`src/dst_pkg.sv`:
```
// ---------------------------------------------------------------------------
// dst_pkg
// Shared types and constants for the separator tokenizer.
// ---------------------------------------------------------------------------
package dst_pkg;

    localparam int BYTE_W         = 8;
    localparam int CFG_DATA_W     = 64;
    localparam int CFG_INDEX_W    = 3;
    localparam int MASK_COUNT     = 4;
    localparam int WIDE_W         = 16;
    localparam int WIDE_REG_COUNT = 2;
    localparam int WIDE_SEP_COUNT = 2;
    localparam int SLOT_COUNT     = 3;
    localparam int SLOT_IDX_W     = 2;
    localparam int QUEUE_DEPTH    = 4;

    typedef enum logic [CFG_INDEX_W-1:0] {
        CFG_SEP_MASK_0 = 3'd0,
        CFG_SEP_MASK_1 = 3'd1,
        CFG_SEP_MASK_2 = 3'd2,
        CFG_SEP_MASK_3 = 3'd3,
        CFG_WIDE_SEP_A = 3'd4,
        CFG_WIDE_SEP_B = 3'd5,
        CFG_SKIP_EMPTY = 3'd6
    } t_cfg_index;

    typedef enum logic {
        KIND_DATA    = 1'b0,
        KIND_TOK_END = 1'b1
    } t_kind;

    typedef struct packed {
        t_kind              kind;
        logic               fin;
        logic [BYTE_W-1:0]  data;
    } t_slot;

    typedef struct packed {
        t_slot [SLOT_COUNT-1:0] slots;
        logic  [SLOT_IDX_W-1:0] last_idx;
    } t_cmd;

    function automatic logic is_lead(input logic [BYTE_W-1:0] b);
        return ((b >= 8'h81) && (b <= 8'h9F)) || ((b >= 8'hE0) && (b <= 8'hFC));
    endfunction

endpackage

```
`src/dbcs_separator_tokenizer_core.sv`:
```
// ---------------------------------------------------------------------------
// dbcs_separator_tokenizer_core
// Splits a Shift-JIS byte stream into tokens at separator characters.
//
// Input stream: one string byte per item in s_axis_tdata, tlast on the
// final byte of a string. Output stream: token bytes (tuser kind 0) and
// end-of-token markers (tuser kind 1, final flag set on the marker closing
// the string); tlast marks the last result produced by one input byte.
// Configuration: write i_cfg_index/i_cfg_data with i_cfg_valid while idle;
// o_cfg_ready is always high. Indexes 0..3 separator masks, 4..5 double-byte
// separators, 6 skip-empty.
//
// Path: a byte is classified into the command queue when it is accepted,
// then loaded into the output register when the output sequencer takes its
// command from the queue.
// Throughput: one byte per cycle while the receiver is ready and each byte
// yields at most one result; a byte yielding several results holds the single
// output port until all are sent. A held lead byte yields nothing.
// A four-entry command queue absorbs bursts; when the receiver stalls the
// queue fills and s_axis_tready drops. Reset clears the queue, the output
// register, the lead-byte state and all configuration registers.
// ---------------------------------------------------------------------------
module dbcs_separator_tokenizer_core #(
    parameter int WIDE_SEP_COUNT = dst_pkg::WIDE_SEP_COUNT
) (
    input  logic                            i_clk,
    input  logic                            i_rst_n,
    input  logic                            i_cfg_valid,
    output logic                            o_cfg_ready,
    input  logic [dst_pkg::CFG_INDEX_W-1:0] i_cfg_index,
    input  logic [dst_pkg::CFG_DATA_W-1:0]  i_cfg_data,
    input  logic                            s_axis_tvalid,
    output logic                            s_axis_tready,
    input  logic [7:0]                      s_axis_tdata,  // [7:0] in_byte
    input  logic                            s_axis_tlast,
    output logic                            m_axis_tvalid,
    input  logic                            m_axis_tready,
    output logic [7:0]                      m_axis_tdata,  // [7:0] out_byte
    output logic [1:0]                      m_axis_tuser,  // [0] out_kind, [1] out_final
    output logic                            m_axis_tlast
);
    import dst_pkg::*;

    logic q_full;
    logic q_push;
    logic q_pop;
    logic q_valid;
    t_cmd push_cmd;
    t_cmd head_cmd;

    assign o_cfg_ready = 1'b1;

    dst_front #(
        .WIDE_SEP_COUNT (WIDE_SEP_COUNT)
    ) u_front (
        .i_clk       (i_clk),
        .i_rst_n     (i_rst_n),
        .i_cfg_valid (i_cfg_valid),
        .i_cfg_index (i_cfg_index),
        .i_cfg_data  (i_cfg_data),
        .i_valid     (s_axis_tvalid),
        .i_byte      (s_axis_tdata),
        .i_last      (s_axis_tlast),
        .i_q_full    (q_full),
        .o_ready     (s_axis_tready),
        .o_push      (q_push),
        .o_cmd       (push_cmd)
    );

    dst_queue u_queue (
        .i_clk   (i_clk),
        .i_rst_n (i_rst_n),
        .i_push  (q_push),
        .i_cmd   (push_cmd),
        .i_pop   (q_pop),
        .o_full  (q_full),
        .o_valid (q_valid),
        .o_cmd   (head_cmd)
    );

    dst_back u_back (
        .i_clk     (i_clk),
        .i_rst_n   (i_rst_n),
        .i_q_valid (q_valid),
        .i_q_cmd   (head_cmd),
        .o_q_pop   (q_pop),
        .o_valid   (m_axis_tvalid),
        .i_ready   (m_axis_tready),
        .o_byte    (m_axis_tdata),
        .o_kind    (m_axis_tuser[0]),
        .o_final   (m_axis_tuser[1]),
        .o_run_end (m_axis_tlast)
    );

endmodule

```
`src/dst_front.sv`:
```
// ---------------------------------------------------------------------------
// dst_front
// Accepts bytes, pairs lead bytes, classifies separators and builds the
// list of results for each byte. Holds the configuration registers.
// ---------------------------------------------------------------------------
module dst_front #(
    parameter int WIDE_SEP_COUNT = dst_pkg::WIDE_SEP_COUNT
) (
    input  logic                            i_clk,
    input  logic                            i_rst_n,
    input  logic                            i_cfg_valid,
    input  logic [dst_pkg::CFG_INDEX_W-1:0] i_cfg_index,
    input  logic [dst_pkg::CFG_DATA_W-1:0]  i_cfg_data,
    input  logic                            i_valid,
    input  logic [dst_pkg::BYTE_W-1:0]      i_byte,
    input  logic                            i_last,
    input  logic                            i_q_full,
    output logic                            o_ready,
    output logic                            o_push,
    output dst_pkg::t_cmd                   o_cmd
);
    import dst_pkg::*;

    logic [CFG_DATA_W-1:0] r_sep_mask [MASK_COUNT];
    logic [WIDE_W-1:0]     r_wide_sep [WIDE_REG_COUNT];
    logic                  r_skip_empty;

    logic                  r_lead_pending, n_lead_pending;
    logic [BYTE_W-1:0]     r_held_lead, n_held_lead;
    logic                  r_token_empty, n_token_empty;

    logic                  accept;
    logic [WIDE_W-1:0]     pair;
    logic                  wide_hit;
    logic                  single_hit;
    t_slot [SLOT_COUNT-1:0] slots;
    logic [SLOT_IDX_W:0]   cnt;

    assign o_ready = !i_q_full;
    assign accept  = i_valid && o_ready;
    assign pair    = {r_held_lead, i_byte};
    assign single_hit = r_sep_mask[i_byte[7:6]][i_byte[5:0]];

    always_comb begin
        wide_hit = 1'b0;
        for (int i = 0; i < WIDE_REG_COUNT; i++) begin
            if ((i < WIDE_SEP_COUNT) && (pair != '0) && (pair == r_wide_sep[i])) begin
                wide_hit = 1'b1;
            end
        end
    end

    always_comb begin
        slots          = '0;
        cnt            = '0;
        n_lead_pending = r_lead_pending;
        n_held_lead    = r_held_lead;
        n_token_empty  = r_token_empty;

        if (r_lead_pending) begin
            n_lead_pending = 1'b0;
            n_held_lead    = '0;
            if (wide_hit) begin
                if (!(r_token_empty && r_skip_empty)) begin
                    slots[0].kind = KIND_TOK_END;
                    cnt           = 3'd1;
                end
                n_token_empty = 1'b1;
            end else begin
                slots[0].data = r_held_lead;
                slots[1].data = i_byte;
                cnt           = 3'd2;
                n_token_empty = 1'b0;
            end
        end else if (is_lead(i_byte)) begin
            if (i_last) begin
                slots[0].data = i_byte;
                cnt           = 3'd1;
                n_token_empty = 1'b0;
            end else begin
                n_lead_pending = 1'b1;
                n_held_lead    = i_byte;
            end
        end else if (single_hit) begin
            if (!(r_token_empty && r_skip_empty)) begin
                slots[0].kind = KIND_TOK_END;
                cnt           = 3'd1;
            end
            n_token_empty = 1'b1;
        end else begin
            slots[0].data = i_byte;
            cnt           = 3'd1;
            n_token_empty = 1'b0;
        end

        if (i_last) begin
            slots[cnt[SLOT_IDX_W-1:0]].kind = KIND_TOK_END;
            slots[cnt[SLOT_IDX_W-1:0]].fin  = 1'b1;
            slots[cnt[SLOT_IDX_W-1:0]].data = '0;
            cnt            = cnt + 3'd1;
            n_lead_pending = 1'b0;
            n_held_lead    = '0;
            n_token_empty  = 1'b1;
        end
    end

    assign o_push         = accept && (cnt != '0);
    assign o_cmd.slots    = slots;
    assign o_cmd.last_idx = SLOT_IDX_W'(cnt - 3'd1);

    always_ff @(posedge i_clk) begin
        if (!i_rst_n) begin
            r_lead_pending <= 1'b0;
            r_held_lead    <= '0;
            r_token_empty  <= 1'b1;
        end else if (accept) begin
            r_lead_pending <= n_lead_pending;
            r_held_lead    <= n_held_lead;
            r_token_empty  <= n_token_empty;
        end
    end

    always_ff @(posedge i_clk) begin
        if (!i_rst_n) begin
            for (int i = 0; i < MASK_COUNT; i++) begin
                r_sep_mask[i] <= '0;
            end
            for (int i = 0; i < WIDE_REG_COUNT; i++) begin
                r_wide_sep[i] <= '0;
            end
            r_skip_empty <= 1'b0;
        end else if (i_cfg_valid) begin
            case (t_cfg_index'(i_cfg_index))
                CFG_SEP_MASK_0: r_sep_mask[0] <= i_cfg_data;
                CFG_SEP_MASK_1: r_sep_mask[1] <= i_cfg_data;
                CFG_SEP_MASK_2: r_sep_mask[2] <= i_cfg_data;
                CFG_SEP_MASK_3: r_sep_mask[3] <= i_cfg_data;
                CFG_WIDE_SEP_A: r_wide_sep[0] <= i_cfg_data[WIDE_W-1:0];
                CFG_WIDE_SEP_B: r_wide_sep[1] <= i_cfg_data[WIDE_W-1:0];
                CFG_SKIP_EMPTY: r_skip_empty  <= i_cfg_data[0];
                default: ;
            endcase
        end
    end

endmodule

```
`src/dst_queue.sv`:
```
// ---------------------------------------------------------------------------
// dst_queue
// Short command queue between the classifier and the output sequencer.
// ---------------------------------------------------------------------------
module dst_queue (
    input  logic          i_clk,
    input  logic          i_rst_n,
    input  logic          i_push,
    input  dst_pkg::t_cmd i_cmd,
    input  logic          i_pop,
    output logic          o_full,
    output logic          o_valid,
    output dst_pkg::t_cmd o_cmd
);
    import dst_pkg::*;

    localparam int PTR_W = $clog2(QUEUE_DEPTH);

    t_cmd             r_mem [QUEUE_DEPTH];
    logic [PTR_W-1:0] r_wr_ptr;
    logic [PTR_W-1:0] r_rd_ptr;
    logic [PTR_W:0]   r_count;
    logic             do_pop;

    assign o_full  = (r_count == (PTR_W+1)'(QUEUE_DEPTH));
    assign o_valid = (r_count != '0);
    assign o_cmd   = r_mem[r_rd_ptr];
    assign do_pop  = i_pop && o_valid;

    always_ff @(posedge i_clk) begin
        if (i_push) begin
            r_mem[r_wr_ptr] <= i_cmd;
        end
    end

    always_ff @(posedge i_clk) begin
        if (!i_rst_n) begin
            r_wr_ptr <= '0;
            r_rd_ptr <= '0;
            r_count  <= '0;
        end else begin
            if (i_push) begin
                r_wr_ptr <= r_wr_ptr + 1'b1;
            end
            if (do_pop) begin
                r_rd_ptr <= r_rd_ptr + 1'b1;
            end
            case ({i_push, do_pop})
                2'b10:   r_count <= r_count + 1'b1;
                2'b01:   r_count <= r_count - 1'b1;
                default: r_count <= r_count;
            endcase
        end
    end

endmodule

```
`src/dst_back.sv`:
```
// ---------------------------------------------------------------------------
// dst_back
// Output sequencer: holds one command; sends one result per cycle while ready.
// ---------------------------------------------------------------------------
module dst_back (
    input  logic                        i_clk,
    input  logic                        i_rst_n,
    input  logic                        i_q_valid,
    input  dst_pkg::t_cmd               i_q_cmd,
    output logic                        o_q_pop,
    output logic                        o_valid,
    input  logic                        i_ready,
    output logic [dst_pkg::BYTE_W-1:0]  o_byte,
    output logic                        o_kind,
    output logic                        o_final,
    output logic                        o_run_end
);
    import dst_pkg::*;

    logic                  r_valid;
    t_cmd                  r_cmd;
    logic [SLOT_IDX_W-1:0] r_idx;
    logic                  at_last;
    logic                  take;
    t_slot                 cur;

    assign cur       = r_cmd.slots[r_idx];
    assign at_last   = (r_idx == r_cmd.last_idx);
    assign take      = !r_valid || (i_ready && at_last);
    assign o_q_pop   = take;
    assign o_valid   = r_valid;
    assign o_byte    = cur.data;
    assign o_kind    = cur.kind;
    assign o_final   = cur.fin;
    assign o_run_end = at_last;

    always_ff @(posedge i_clk) begin
        if (take && i_q_valid) begin
            r_cmd <= i_q_cmd;
        end
    end

    always_ff @(posedge i_clk) begin
        if (!i_rst_n) begin
            r_valid <= 1'b0;
            r_idx   <= '0;
        end else if (take) begin
            r_valid <= i_q_valid;
            r_idx   <= '0;
        end else if (i_ready) begin
            r_idx   <= r_idx + 1'b1;
        end
    end

endmodule
```
`config.mk`:
```
export PLATFORM = sky130hd
export DESIGN_NAME = dbcs_separator_tokenizer_core
export DESIGN_NICKNAME = d
export VERILOG_FILES = /design/src/dst_pkg.sv /design/src/dbcs_separator_tokenizer_core.sv /design/src/dst_front.sv /design/src/dst_queue.sv /design/src/dst_back.sv
export SDC_FILE = /design/constraint.sdc
export NUM_CORES = 1
export LEC_CHECK = 0
export BUFFER_PORTS_ARGS = -buffer_cell sky130_fd_sc_hd__buf_2
export CORE_MARGIN = 10
export CORE_UTILIZATION = 60
export DETAILED_ROUTE_END_ITERATION = 6
export HOLD_SLACK_MARGIN = 0.05
export PLACE_DENSITY = 0.78
export SYNTH_ARGS = -nofsm -noshare
export SYNTH_HDL_FRONTEND = slang
export SYNTH_SLANG_ARGS = --single-unit
```
`constraint.sdc`:
```
create_clock -name i_clk -period 11.65 [get_ports i_clk]
set_input_delay 1.165 -clock i_clk [delete_from_list [all_inputs] [get_ports i_clk]]
set_output_delay 1.165 -clock i_clk [all_outputs]
set_load 0.1 [all_outputs]
```
; ---- Word-level counts from Yosys, hierarchy flattened
; Memories as Yosys holds them, arrays and structs flattened. A register that Yosys moved wholly into a read port is not among the register bits.
; Cells that the tools add are included.
[word_totals]
ramBits = 416
n_memories = 3
reg_bits = 21
output_inout_bits = 14
word_cells = 151
[mem_list]
columns = name, depth, word_bits, rd, rd_ports_with_merged_regs, wr, line_no
row1 = u_front.r_sep_mask, 4, 64, 1, 0, 4, dst_front.sv:24  ; logic [CFG_DATA_W-1:0] r_sep_mask [MASK_COUNT];
row2 = u_queue.r_mem, 4, 32, 1, 1, 1, dst_queue.sv:19  ; t_cmd r_mem [QUEUE_DEPTH];
row3 = u_front.r_wide_sep, 2, 16, 2, 0, 2, dst_front.sv:25  ; logic [WIDE_W-1:0] r_wide_sep [WIDE_REG_COUNT];
[op_classes]
bitwise = 7
addsub = 7
n_eq_ne = 13
n_reduce_logical = 24
n_lt_le_gt_ge = 8
mux = 80
[ops]
columns = operator, count
row1 = two-way mux 64 bit, 4
row2 = bitwise mux 30 bit, 3
row3 = two-way mux 8 bit, 11
row4 = demux 10 bit (select 2 bit), 3
row5 = two-way mux 1 bit, 46
row6 = == test 16 bit, 2
row7 = two-way mux 16 bit, 2
row8 = two-way mux 30 bit, 1
row9 = binary-select mux 10 bit (select 2 bit), 1
row10 = two-way mux 10 bit, 2
row11 = "greater-or-equal comparator 8 bit, second input constant", 2
row12 = "<= comparator 8 bit, second input constant", 2
row13 = nonzero test 16 bit, 1
row14 = "== test 3 bit, second input constant", 4
row15 = two-way mux 3 bit, 4
row16 = logical AND 1 bit, 10
row17 = two-way mux 9 bit, 1
row18 = nonzero test 3 bit, 3
row19 = "less-than comparator 6 x 7 -> 1 bit, second input constant", 1
row20 = "adder 2 x 1 -> 2 bit, second input constant", 3
row21 = "adder 3 x 1 -> 3 bit, second input constant", 2
row22 = binary-select mux 1 bit (select 6 bit), 1
row23 = "== test 3 x 2 -> 1 bit, second input constant", 2
row24 = "less-than comparator 2 x 3 -> 1 bit, second input constant", 2
row25 = other kinds (17), 26

; ---- Logic depth before layout (Yosys ltp)
; Gate-level depths: netlist of run 1.
; An unclocked memory read counts as a cell.
[depth]
ltp_word = 15
depth_mapped = 24

; ---- By module
; A second synthesis of run 1 with hierarchy kept.
[unflattened]
cells_unflattened = 1303
hier_area_um2 = 20826.2
[by_module_without_submodules]
columns = mod, area_each_um2, cells_each, n_inst
row1 = dst_front, 14345.0, 1004, 1
row2 = dst_queue, 5123.7, 214, 1
row3 = dst_back, 1346.3, 83, 1
row4 = dbcs_separator_tokenizer_core, 11.3, 2, 1

; ---- Least setup slack after synthesis of run 1
; Ideal clock, no wire load.
[synth_timing]
kind = input-to-reg
startpoint = in i_cfg_index[2] (netlist name)
endpoint = mem u_front.r_sep_mask[0][0] (enable)
arrival_time_ps = 6072
path_slack_ps = 4996
path_stages = 2
n_path_buf = 0
required_time_ps = 11068
cell_sequence = nand2b_1 -> o31ai_1
[synth_rtl]
columns = item, line_no
row1 = from (decl), dbcs_separator_tokenizer_core.sv:30  ; input logic [dst_pkg::CFG_INDEX_W-1:0] i_cfg_index,
row2 = to (decl), dst_front.sv:24

; ---- Final worst setup path of run 1
[layout_timing]
startpoint = in s_axis_tdata[6]
endpoint = mem u_queue.r_mem[2][14] (netlist name) (enable)
[layout_between]
elab_chain_len = 12
word_cells_on_any_way = 27
cone_classes = 1 x add/sub / 4 x order compare / 2 x eq/ne / 11 x mux / 8 x reduce/logical / 1 x memory
[layout_rtl]
columns = item, line_no
row1 = from (decl), dbcs_separator_tokenizer_core.sv:34  ; input logic [7:0] s_axis_tdata,
row2 = memory read (4 x 64 bit) (tied with other cells), -
row3 = binary-select mux 1 bit (select 6 bit) or logical AND 1 bit (tied branches), "dst_front.sv:42, dst_front.sv:47"
row4 = two-way mux 1 bit (on tied branches), "dst_front.sv:42, dst_front.sv:47"
row5 = two-way mux 1 bit (on tied branches), "dst_front.sv:84, dst_front.sv:47"
row6 = two-way mux 3 bit (on tied branches), "dst_front.sv:75, dst_front.sv:63"
row7 = two-way mux 3 bit *, dst_front.sv:60  ; if (r_lead_pending) begin
row8 = adder 3 x 1 -> 3 bit, dst_front.sv:100  ; cnt = cnt + 3'd1;
row9 = two-way mux 3 bit *, dst_front.sv:96  ; if (i_last) begin
row10 = nonzero test 3 bit *, dst_front.sv:107  ; assign o_push = accept && (cnt != '0);
row11 = logical AND 1 bit *, dst_front.sv:107
row12 = two-way mux 1 bit *, dst_queue.sv:31  ; if (i_push) begin
row13 = two-way mux 1 bit (not written as such) *, dst_queue.sv:32  ; r_mem[r_wr_ptr] <= i_cmd;
row14 = to (decl), dst_queue.sv:19
; Mark *: on every way between the ends. The rest lies on a longest branch, timed or not. The select of a mux whose other input is x is not followed.

==> results of run 1 <==
[logic make-up after synthesis]
logic type,synth area share
AO/OA/AOI/OAI,0.0350
buffers and inverters,0.0202
other,0.000202
adder cells (fa/ha/maj),0.00783
XOR/XNOR,0.0194
flip-flops,0.667
AND/OR/NAND/NOR,0.136
multiplexers,0.114
[registers in the layout (all words and copies together), names as in the netlist, 2 cells and up]
name	flops
u_queue.r_mem	88
u_back.r_idx	2
u_front.r_held_lead	8
u_front.r_wide_sep	32
u_front.r_sep_mask	256
u_queue.r_rd_ptr	2
u_back.r_cmd	22
u_queue.r_count	3
u_queue.r_wr_ptr	2
[per-stage QoR]
step / power [mW] / std cells / area, sq um / utilization / worst slack, ps
floorplan: 2.38 / 1189 / 18500 / - / 5000
global placement: 2.50 / 1626 / 19400 / 0.635 / 4590
detailed placement: 2.52 / 1626 / 19400 / 0.635 / 4410
CTS: 3.97 / 1704 / 20900 / 0.685 / 4960
global route: 4.09 / 1704 / 20900 / 0.685 / 4640
finish: 3.95 / 1705 / 20900 / 0.685 / 5060
[path summary, 6_finish.rpt]
path,start,to,slack (ps)
setup / recovery,s_axis_tdata[6],u_queue.r_mem[2][14],5060
hold / removal,u_front.r_skip_empty,u_front.r_skip_empty,520
setup reg to reg,u_front.r_sep_mask[3][32],u_queue.r_mem[2][14],6790
hold reg to reg,u_front.r_skip_empty,u_front.r_skip_empty,520
[final cells by class]
cell class | instances | area, sq um
antenna | 1 | 2.50
clock buffer | 46 | 1130
clock inverter | 32 | 394
fill | 1994 | 9600
inverter | 12 | 45.0
multi-input combinational | 689 | 5870
sequential | 419 | 12400
tap | 396 | 495
timing repair buffer | 110 | 596
[power by group]
part / leakage [nW] / switching (mW) / total [mW] / internal (mW)
sequential: 3.97 / 0.0596 / 1.88 / 1.82
clock: 0.740 / 0.560 / 1.46 / 0.902
combinational: 2.59 / 0.414 / 0.606 / 0.191
total: 7.29 / 1.03 / 3.95 / 2.92
[worst max-delay path: cells and delay by family]
kind,cells,cell delay [ps]
AO/OA/AOI/OAI,4,1100
adder cells (fa/ha/maj),2,400
buffers and inverters,2,1350
multiplexers,3,1350
AND/OR/NAND/NOR,4,1330
[per-layer routing]
layer  wire (um)  track usage
met1       15500        0.251
met2       20700        0.367
met3        2390       0.0419
met4        1080       0.0682
met5         106            0
[cell usage in the layout (no fill, tap or decap), types with 8 or more instances in the layout]
master and instances:
edfxtp_1 398, and2_1 292, buf_2 92, mux4_2 76, clkbuf_16 45, nor2_1 36
xnor2_1 36, nand2_1 32, mux2i_1 30, dfxtp_1 21, buf_4 18, nor2b_1 15
nand3_1 13, o21ai_0 13, inv_1 12, a22o_1 11, clkinv_2 11, a21boi_0 10
ha_1 10, nor3_1 9, bufinv_16 9, a211oi_1 8, nand4_1 8
==> metrics.txt, run 1 <==
Congestion Overflow GR 0; fin. max-slew vios 0; FF-to-FF path depth 13; Worst Path Arrival 6740 ps; Final HPWL DP 23.5 mm; total CTS buffers 43; FFs w/ async S/R, synth 0; First DRT Iteration DRCs 821; unique cell type count in the Yosys netlist 58; Clock Latency Late Sink 540 ps; top-count cell post-synth edfxtp_1; Placer Congestion 0.813; hold slack 518 ps; pwr/cell area 189 nW/um^2; Synth Register Bits 419; share of cells above drive strength 1 0.211; antenna-violating nets left 0; H-tree levels 2; Primary FF master, synth edfxtp_1; cell taking the most area after synthesis edfxtp_1; critical path, cell by cell buf_4 > buf_4 > mux4_2 > mux4_2 > nor2b_1 > or4_1 > a31oi_1 > a211o_1 > nand2_1 > a21o_1 > ha_1 > mux2_2 > ha_1 > a21oi_1 > and2_1; Hold-fix buffers, CTS 0; drt first pass iters 5; Vias per Instance 6.00; first-pass GRT wire length 62.3 mm; FP Rows 64; Synth Instances 1189; Post-layout nets 1367; CP endpoint kind register; CTS tree yes; CTS Root Cell clkbuf_16; largest net degree at the start of global routing 65; Synth top area share 0.645; yosys warns 0; CP startpoint kind input port; vias in the first global route 10905; CP required 11790 ps; initial antenna violation count 8; endpoints failing setup 0; DIE AREA 38300 sq um; largest cells by area after synthesis edfxtp_1, and2_1, mux4_2; Crit Path Max Fanout 56; Largest stage delay, worst path 930 ps; Tcrit/Tclk final 0.566; Peak VDD IR 0.139 mV; syn avg cell area 15.6 sq um; Hold Path Depth 2; Rel. slew slack 0.267; final WL 39.8 mm; fmax 0.152 GHz; die height 196 um; critical path class input port to register; Post-CTS Setup Bufs 0; worst slew pin tran 1100 ps; Num Clock Sinks 419; Remaining DRCs 0; Total GRT Usage 0.208; core area 30500 sq um; crit path time final 6590 ps; setup TNS 0 ps; post-cts sizing count 0; area grow syn2layout 12.8%; Syn Nets 1281; Max Root-Sink Buffers 3; initial core utilization 0.608; Leak 7.29 nW; vias 10233; number of flops mapped to enable cells by yosys 398; clock slew at reported path FFs 60 ps; Hold Vio Cnt, Final 0; sequential element share of the synthesized area 0.667; Horiz. Die Dim 196 um; max-cap viol count 0; Min-Delay Path Class register to register; number of buffers added on ports 93; IO Count 95; slowest stage cell, crit path and2_1; most frequent cells after synthesis edfxtp_1, and2_1, mux4_2, clkbuf_1, nor2_1; Fin Clk Skew 19.1 ps; DR WL/cell 23.4 um; Cell Area, Synth 18500 sq um; RSZ-0062 raised after global routing no; status finished clean
Power figures use the tool's default switching activity.
==> inputs of run 2 (changes only) <==
- ABC_AREA: not set -> 1
- CORE_UTILIZATION: 60 -> 56
- PLACE_DENSITY: 0.78 -> 0.77
- clock period: 11.65 -> 6.01 ns (I/O delays scaled with it)
==> run 2 against run 1 <==
Against the previous run: via count rose by 38%; first-iteration DRC count rose by 81%; worst setup slack got worse by 3700 ps; critical endpoint is now u_queue.r_count[2]; final cell count rose by 49%; sequential power rose by 96%; worst hold slack got worse by 170 ps; critical path type unchanged.
==> metrics.txt, run 2 <==
Post-CTS Setup Bufs 0 (unchanged); reg2reg start u_front.r_held_lead[7] (was u_front.r_sep_mask[3][32]); initial antenna violation count 0 (was 8); sequential element share of the synthesized area 0.645 (was 0.667); CP startpoint kind input port (unchanged); Remaining DRCs 0 (unchanged); Reg power frac 0.481 (was 0.476); DIE AREA 42100 sq um (was 38300 sq um); CP endpoint kind register (unchanged); fin. max-slew vios 0 (unchanged); worst slew pin tran 1220 ps (was 1100 ps); Fin Clk Skew 18.0 ps (was 19.1 ps); Placer Congestion 0.854 (was 0.813); DR WL/cell 18.5 um (was 23.4 um); slowest stage cell, crit path buf_4 (was and2_1); flop2flop setup slack 2130 ps (was 6790 ps); Peak VDD IR 0.497 mV (was 0.139 mV); Synth Register Bits 419 (unchanged); Final WS setup 1320 ps (was 5060 ps); Rel. slew slack 0.183 (was 0.267); hold endpoint u_back.r_idx[0] (was u_front.r_skip_empty); Psw 2.31 mW (was 1.03 mW); FFs w/ async S/R, synth 0 (unchanged); Max Root-Sink Buffers 3 (unchanged); RSZ-0062 raised after global routing no (unchanged); post-cts sizing count 0 (unchanged); max-cap viol count 0 (unchanged); cell mode on critical path nand2_1; clock share of power 0.330 (was 0.370); Hold-fix buffers, CTS 0 (unchanged); Tcrit/Tclk final 0.781; area grow syn2layout 11.2% (was 12.8%); FF-to-FF path depth 24 (was 13); clock slew at reported path FFs 60 ps (about the same); largest cells by area after synthesis edfxtp_1, nand2_1, nor2_1 (was edfxtp_1, and2_1, mux4_2); unique cell type count in the Yosys netlist 38 (was 58); initial core utilization 0.569 (was 0.608); Leak 9.06 nW (was 7.29 nW); most common cell after layout, fill and taps aside nand2_1 (was edfxtp_1); Synth Instances 2004 (was 1189); commonest non-fill, non-tap cells in the layout nand2_1, edfxtp_1, nor2_1 (was edfxtp_1, and2_1, buf_2); Syn Nets 2096 (was 1281); syn avg cell area 9.57 sq um (was 15.6 sq um); Clock Latency Late Sink 550 ps (was 540 ps); first-pass GRT wire length 74.5 mm (was 62.3 mm); status finished clean (unchanged); number of flops mapped to enable cells by yosys 398 (unchanged); hold slack 351 ps (was 518 ps); Largest Register u_front.r_sep_mask (unchanged); Synth top area share 0.623 (was 0.645); drt first pass iters 6 (was 5); R2R Path End u_queue.r_count[2] (was u_queue.r_mem[2][14]); register area 12400 sq um (unchanged); First DRT Iteration DRCs 1488 (was 821); IO Count 95 (unchanged); fmax 0.213 GHz; Vias per Instance 5.53 (was 6.00); top-count cell post-synth nand2_1 (was edfxtp_1); max reg flops 256 (unchanged); number of buffers added on ports 93 (unchanged); crit path time final 4690 ps; critical path class input port to register (unchanged); Num Clock Sinks 419 (unchanged); vias in the first global route 13934 (was 10905); Final HPWL DP 28.0 mm (was 23.5 mm); Horiz. Die Dim 205 um (was 196 um); ant diodes 0 (was 1); total CTS buffers 43 (unchanged); pre-CTS WS 832 ps (was 4410 ps); CTS tree yes (unchanged); largest registers u_front.r_sep_mask x256, u_queue.r_mem x88, u_front.r_wide_sep x32 (unchanged); CP required 6440 ps (was 11790 ps); Filler cells 2681 (was 1994); pwr/cell area 359 nW/um^2 (was 189 nW/um^2); yosys warns 0 (unchanged); min-delay src m_axis_tready (was u_front.r_skip_empty); Largest stage delay, worst path 600 ps (was 930 ps); Logic pwr share 0.189 (was 0.153); core area 33700 sq um (was 30500 sq um); setup TNS 0 ps (unchanged); antenna-violating nets left 0 (unchanged); FP Rows 67 (was 64); endpoints failing setup 0 (unchanged); Worst Path Arrival 5120 ps (was 6740 ps); die height 205 um (was 196 um); Post-layout nets 2161 (was 1367); Hold Vio Cnt, Final 0 (unchanged); CTS Root Cell clkbuf_16 (unchanged); largest net degree at the start of global routing 65 (unchanged); Min-Delay Path Class input port to register (was register to register); Primary FF master, synth edfxtp_1 (unchanged); H-tree levels 2 (unchanged); final WL 47.2 mm (was 39.8 mm); Crit Path Max Fanout 44 (was 56); Total GRT Usage 0.224 (was 0.208); final instance area 21300 sq um (was 20900 sq um); most frequent cells after synthesis nand2_1, edfxtp_1, nor2_1, inv_1, nand3_1 (was edfxtp_1, and2_1, mux4_2, clkbuf_1, nor2_1); Congestion Overflow GR 0 (unchanged); Hold Path Depth 3 (was 2); cell taking the most area after synthesis edfxtp_1 (unchanged); Cell Area, Synth 19200 sq um (was 18500 sq um); dpl cell area 20000 sq um (was 19400 sq um); vias 14080 (was 10233); Internal 5.35 mW (was 2.92 mW); Multi-input gate area 5480 sq um (was 5870 sq um); sw frac 0.302 (was 0.262); share of cells above drive strength 1 0.101 (was 0.211)
-- run 2: layer usage --
layer / wire [um] / up-vias / GRT usage
met3: 4000 / 96 / 0.0379
met5: 0 / - / 0
li1: - / 6606 / -
met4: 1010 / 0 / 0.0641
met2: 23600 / 644 / 0.388
met1: 18600 / 6734 / 0.283
-- run 2: how the worst max path moves through the flow --
stage                               start  slack [ps]            endpoint  cells past startpoint
after floorplan           u_back.r_cmd[0]        1170  u_queue.r_count[2]                     13
after global placement    s_axis_tdata[6]         870  u_queue.r_count[2]                     32
after detailed placement  s_axis_tdata[6]         830  u_queue.r_count[2]                     32
after CTS                 s_axis_tdata[6]        1410  u_queue.r_count[2]                     32
after global routing      s_axis_tdata[6]         900  u_queue.r_count[2]                     32
final                     s_axis_tdata[7]        1320  u_queue.r_count[2]                     30
-- run 2: worst max-delay path: cells and delay by family --
family                     cells  cell delay, ps
AOI/OAI and AO/OA              5             540
buffers and inverters          4            1200
and+or+nand+nor               17            1720
adders and majority gates      4            1050
-- run 2: cells by family (layout without fill, tap and decap cells) --
| logic type | Yosys count | after routing | synth area share |
|---|---|---|---|
| flops | 419 | 419 | 0.645 |
| xor+xnor | 25 | 25 | 0.0114 |
| buf+inv | 340 | 436 | 0.0712 |
| compound gates | 137 | 137 | 0.0387 |
| fa+ha+maj | 11 | 11 | 0.00757 |
| other cells | 1 | 1 | 0.000196 |
| simple gates | 1071 | 1071 | 0.226 |
-- run 2: metrics by stage --
stage          power [mW]  utilization  instances
5_1_grt              7.97        0.633       2548
3_5_place_dp         5.18        0.593       2472
2_1_floorplan        4.82            -       2004
6_report             7.66        0.633       2548
3_3_place_gp         5.14        0.593       2472
4_1_cts              7.68        0.633       2548
-- run 2: layout make-up --
type,instances,area share
clock buffer,58,0.0578
multi-input combinational,1245,0.257
timing repair buffer,116,0.0312
inverter,244,0.0429
tap,448,0.0263
clock inverter,18,0.00481
sequential,419,0.580
-- run 2: power by group through the flow --
stage	clock [mW]	sequential, mW	combinational (mW)
3_5_place_dp	0	3.74	1.44
4_1_cts	2.55	3.68	1.45
3_3_place_gp	0	3.73	1.41
5_1_grt	2.68	3.71	1.58
2_1_floorplan	0	3.73	1.09
6_report	2.53	3.68	1.45
==> inputs of run 3 (changes only) <==
- clock period: 6.01 -> 3.92 ns (I/O delays scaled with it)
==> run 3 against run 2 <==
Against the previous run: critical path depth decreased by 3; total power increased by 54%; worst hold slack got worse by 190 ps; register-to-register slack got worse by 1800 ps; cell area increased by 2.5%; first-iteration DRC count decreased by 2.3%; clock skew increased by 4.3 ps; die area unchanged; largest power group unchanged; via count increased by 0.89%; flip-flop and latch count unchanged; sequential share of layout area decreased by 1.4 points.
==> metrics.txt, run 3 (synthesis gave the netlist of run 2 again) <==
status finished clean (unchanged); endpoints failing setup 0 (unchanged); Logic pwr share 0.197 (was 0.189); hold slack 160 ps (was 351 ps); GRT busiest layer met2 (unchanged); sw frac 0.301 (was 0.302); Placer Congestion 0.882 (was 0.854); Crit Path Max Fanout 3 (was 44); number of buffers added on ports 93 (unchanged); drt first pass iters 5 (was 6); Min-Delay Path Class input port to register (unchanged); clock share of power 0.324 (was 0.330); Leak 9.31 nW (was 9.06 nW); pre-CTS WS -171 ps (was 832 ps); Reg power frac 0.479 (was 0.481); clock slew at reported path FFs 60 ps (about the same); GR Util met1 0.279 (was 0.283); post-cts sizing count 0 (unchanged); area grow syn2layout 14.0% (was 11.2%); fin. max-slew vios 0 (unchanged); most common cell after layout, fill and taps aside nand2_1 (unchanged); Remaining DRCs 0 (unchanged); antenna-violating nets left 0 (unchanged); Vias per Instance 5.47 (was 5.53); CP endpoint kind register (unchanged); Tcrit/Tclk final 0.905; met2 Track Usage GR 0.387 (was 0.388); FP Rows 67 (unchanged); dpl cell area 20500 sq um (was 20000 sq um); initial antenna violation count 3 (was 0); max reg flops 256 (unchanged); met3 usage 0.0283 (was 0.0379); crit path time final 3550 ps; Clock Latency Late Sink 550 ps (about the same); DR WL/cell 18.3 um (was 18.5 um); CTS tree yes (unchanged); CP required 4340 ps (was 6440 ps); first-pass GRT wire length 74.4 mm (was 74.5 mm); Peak VDD IR 0.725 mV (was 0.497 mV); die height 205 um (unchanged); Num Clock Sinks 419 (unchanged); Hold-fix buffers, CTS 0 (unchanged); flop2flop setup slack 370 ps (was 2130 ps); share of cells above drive strength 1 0.117 (was 0.101); Fin Clk Skew 22.2 ps (was 18.0 ps); Total GRT Usage 0.223 (was 0.224); total power 11.8 mW (was 7.66 mW); Util after Layout 0.649 (was 0.633); core area 33700 sq um (unchanged); vias 14206 (was 14080); Final HPWL DP 28.6 mm (was 28.0 mm); First DRT Iteration DRCs 1454 (was 1488); commonest non-fill, non-tap cells in the layout nand2_1, edfxtp_1, nor2_1 (unchanged); Max Root-Sink Buffers 3 (unchanged); largest net degree at the start of global routing 67 (was 65); Congestion Overflow GR 0 (unchanged); max-cap viol count 0 (unchanged); CTS Root Cell clkbuf_16 (unchanged); Worst Path Arrival 3970 ps (was 5120 ps); Internal 8.24 mW (was 5.35 mW); Post-layout nets 2206 (was 2161); H-tree levels 2 (unchanged); Horiz. Die Dim 205 um (unchanged); DIE AREA 42100 sq um (unchanged); IO Count 95 (unchanged); final instance area 21900 sq um (was 21300 sq um); final WL 47.4 mm (was 47.2 mm); largest registers u_front.r_sep_mask x256, u_queue.r_mem x88, u_front.r_wide_sep x32 (unchanged); Hold Vio Cnt, Final 0 (unchanged); Largest Register u_front.r_sep_mask (unchanged); fmax 0.282 GHz; RSZ-0062 raised after global routing no (unchanged); critical path class register to register (was input port to register); initial core utilization 0.569 (unchanged); worst slew pin tran 1230 ps (was 1220 ps); Final WS setup 371 ps (was 1320 ps); pwr/cell area 539 nW/um^2 (was 359 nW/um^2); vias in the first global route 14095 (was 13934); CP startpoint kind register (was input port); total CTS buffers 44 (was 43); Psw 3.55 mW (was 2.31 mW); Post-CTS Setup Bufs 0 (unchanged); Rel. slew slack 0.178 (was 0.183)
==> run 3: cell types whose count changed in the layout (fill, tap and decap cells not counted), sizes merged <==
cell	previous run	this run
clkinvlp	2	3
bufinv	0	1
buf	116	160
clkbuf	58	57
clkinv	17	19
inv	243	244
diode	0	3
==> run 3: worst max-delay path, stage by stage (launching register included) <==
cell and delay [ps]:
edfxtp_1 360, or2_2 300, nand2_1 60, nand2_1 60, nand2_1 70, nand2_1 60, inv_1 60, a21boi_1 60
nor2_1 170, nand2_1 70, nand3_1 140, nand2_2 90, nand3_1 100, nand2_2 60, inv_1 70, ha_1 130
nand2_1 40, o21ai_0 80, ha_1 160, nand2_1 50, nand2_1 90, ha_1 160, inv_1 80, fa_1 440
a21oi_1 140, o21ai_0 110, o21ai_0 160, a21oi_1 60
==> run 3: per-layer routing <==
layer	share of wire	wire length (um)
met1	0.39	18600
met2	0.50	23700
met3	0.078	3720
met5	0	0
met4	0.031	1460
==> run 3: path summary, 6_finish.rpt <==
| path | depth (start not counted) | from | endpoint |
|---|---|---|---|
| max | 27 | u_front.r_sep_mask[1][33] | u_queue.r_count[2] |
| min reg2reg | 2 | u_queue.r_count[2] | u_queue.r_count[2] |
| max reg2reg | 27 | u_front.r_sep_mask[1][33] | u_queue.r_count[2] |
| min | 3 | m_axis_tready | u_back.r_idx[0] |
==> run 3: metrics by stage <==
step | instances | setup TNS [ps]
after floorplan | 2004 | -5740
after detailed placement | 2516 | -171
after CTS | 2596 | 0
after global placement | 2516 | -126
after global routing | 2599 | 0
final | 2599 | 0
==> run 3: layout make-up <==
| type | instances | area (sq um) |
|---|---|---|
| diodes | 3 | 7.51 |
| clock buffers | 57 | 1170 |
| clock inverters | 23 | 141 |
| fillers | 2570 | 11800 |
| inverters | 244 | 918 |
| multi-input cells | 1245 | 5490 |
| flip-flops and latches | 419 | 12400 |
| well taps | 448 | 561 |
| repair buffers | 160 | 1200 |
==> run 3: power by group through the flow <==
stage | Combinational [mW] | Sequential, mW | Clock (mW)
after global routing | 2.54 | 5.68 | 4.04
after detailed placement | 2.30 | 5.73 | 0
after CTS | 2.32 | 5.64 | 3.87
after global placement | 2.25 | 5.71 | 0
after floorplan | 1.67 | 5.72 | 0
final | 2.32 | 5.64 | 3.82
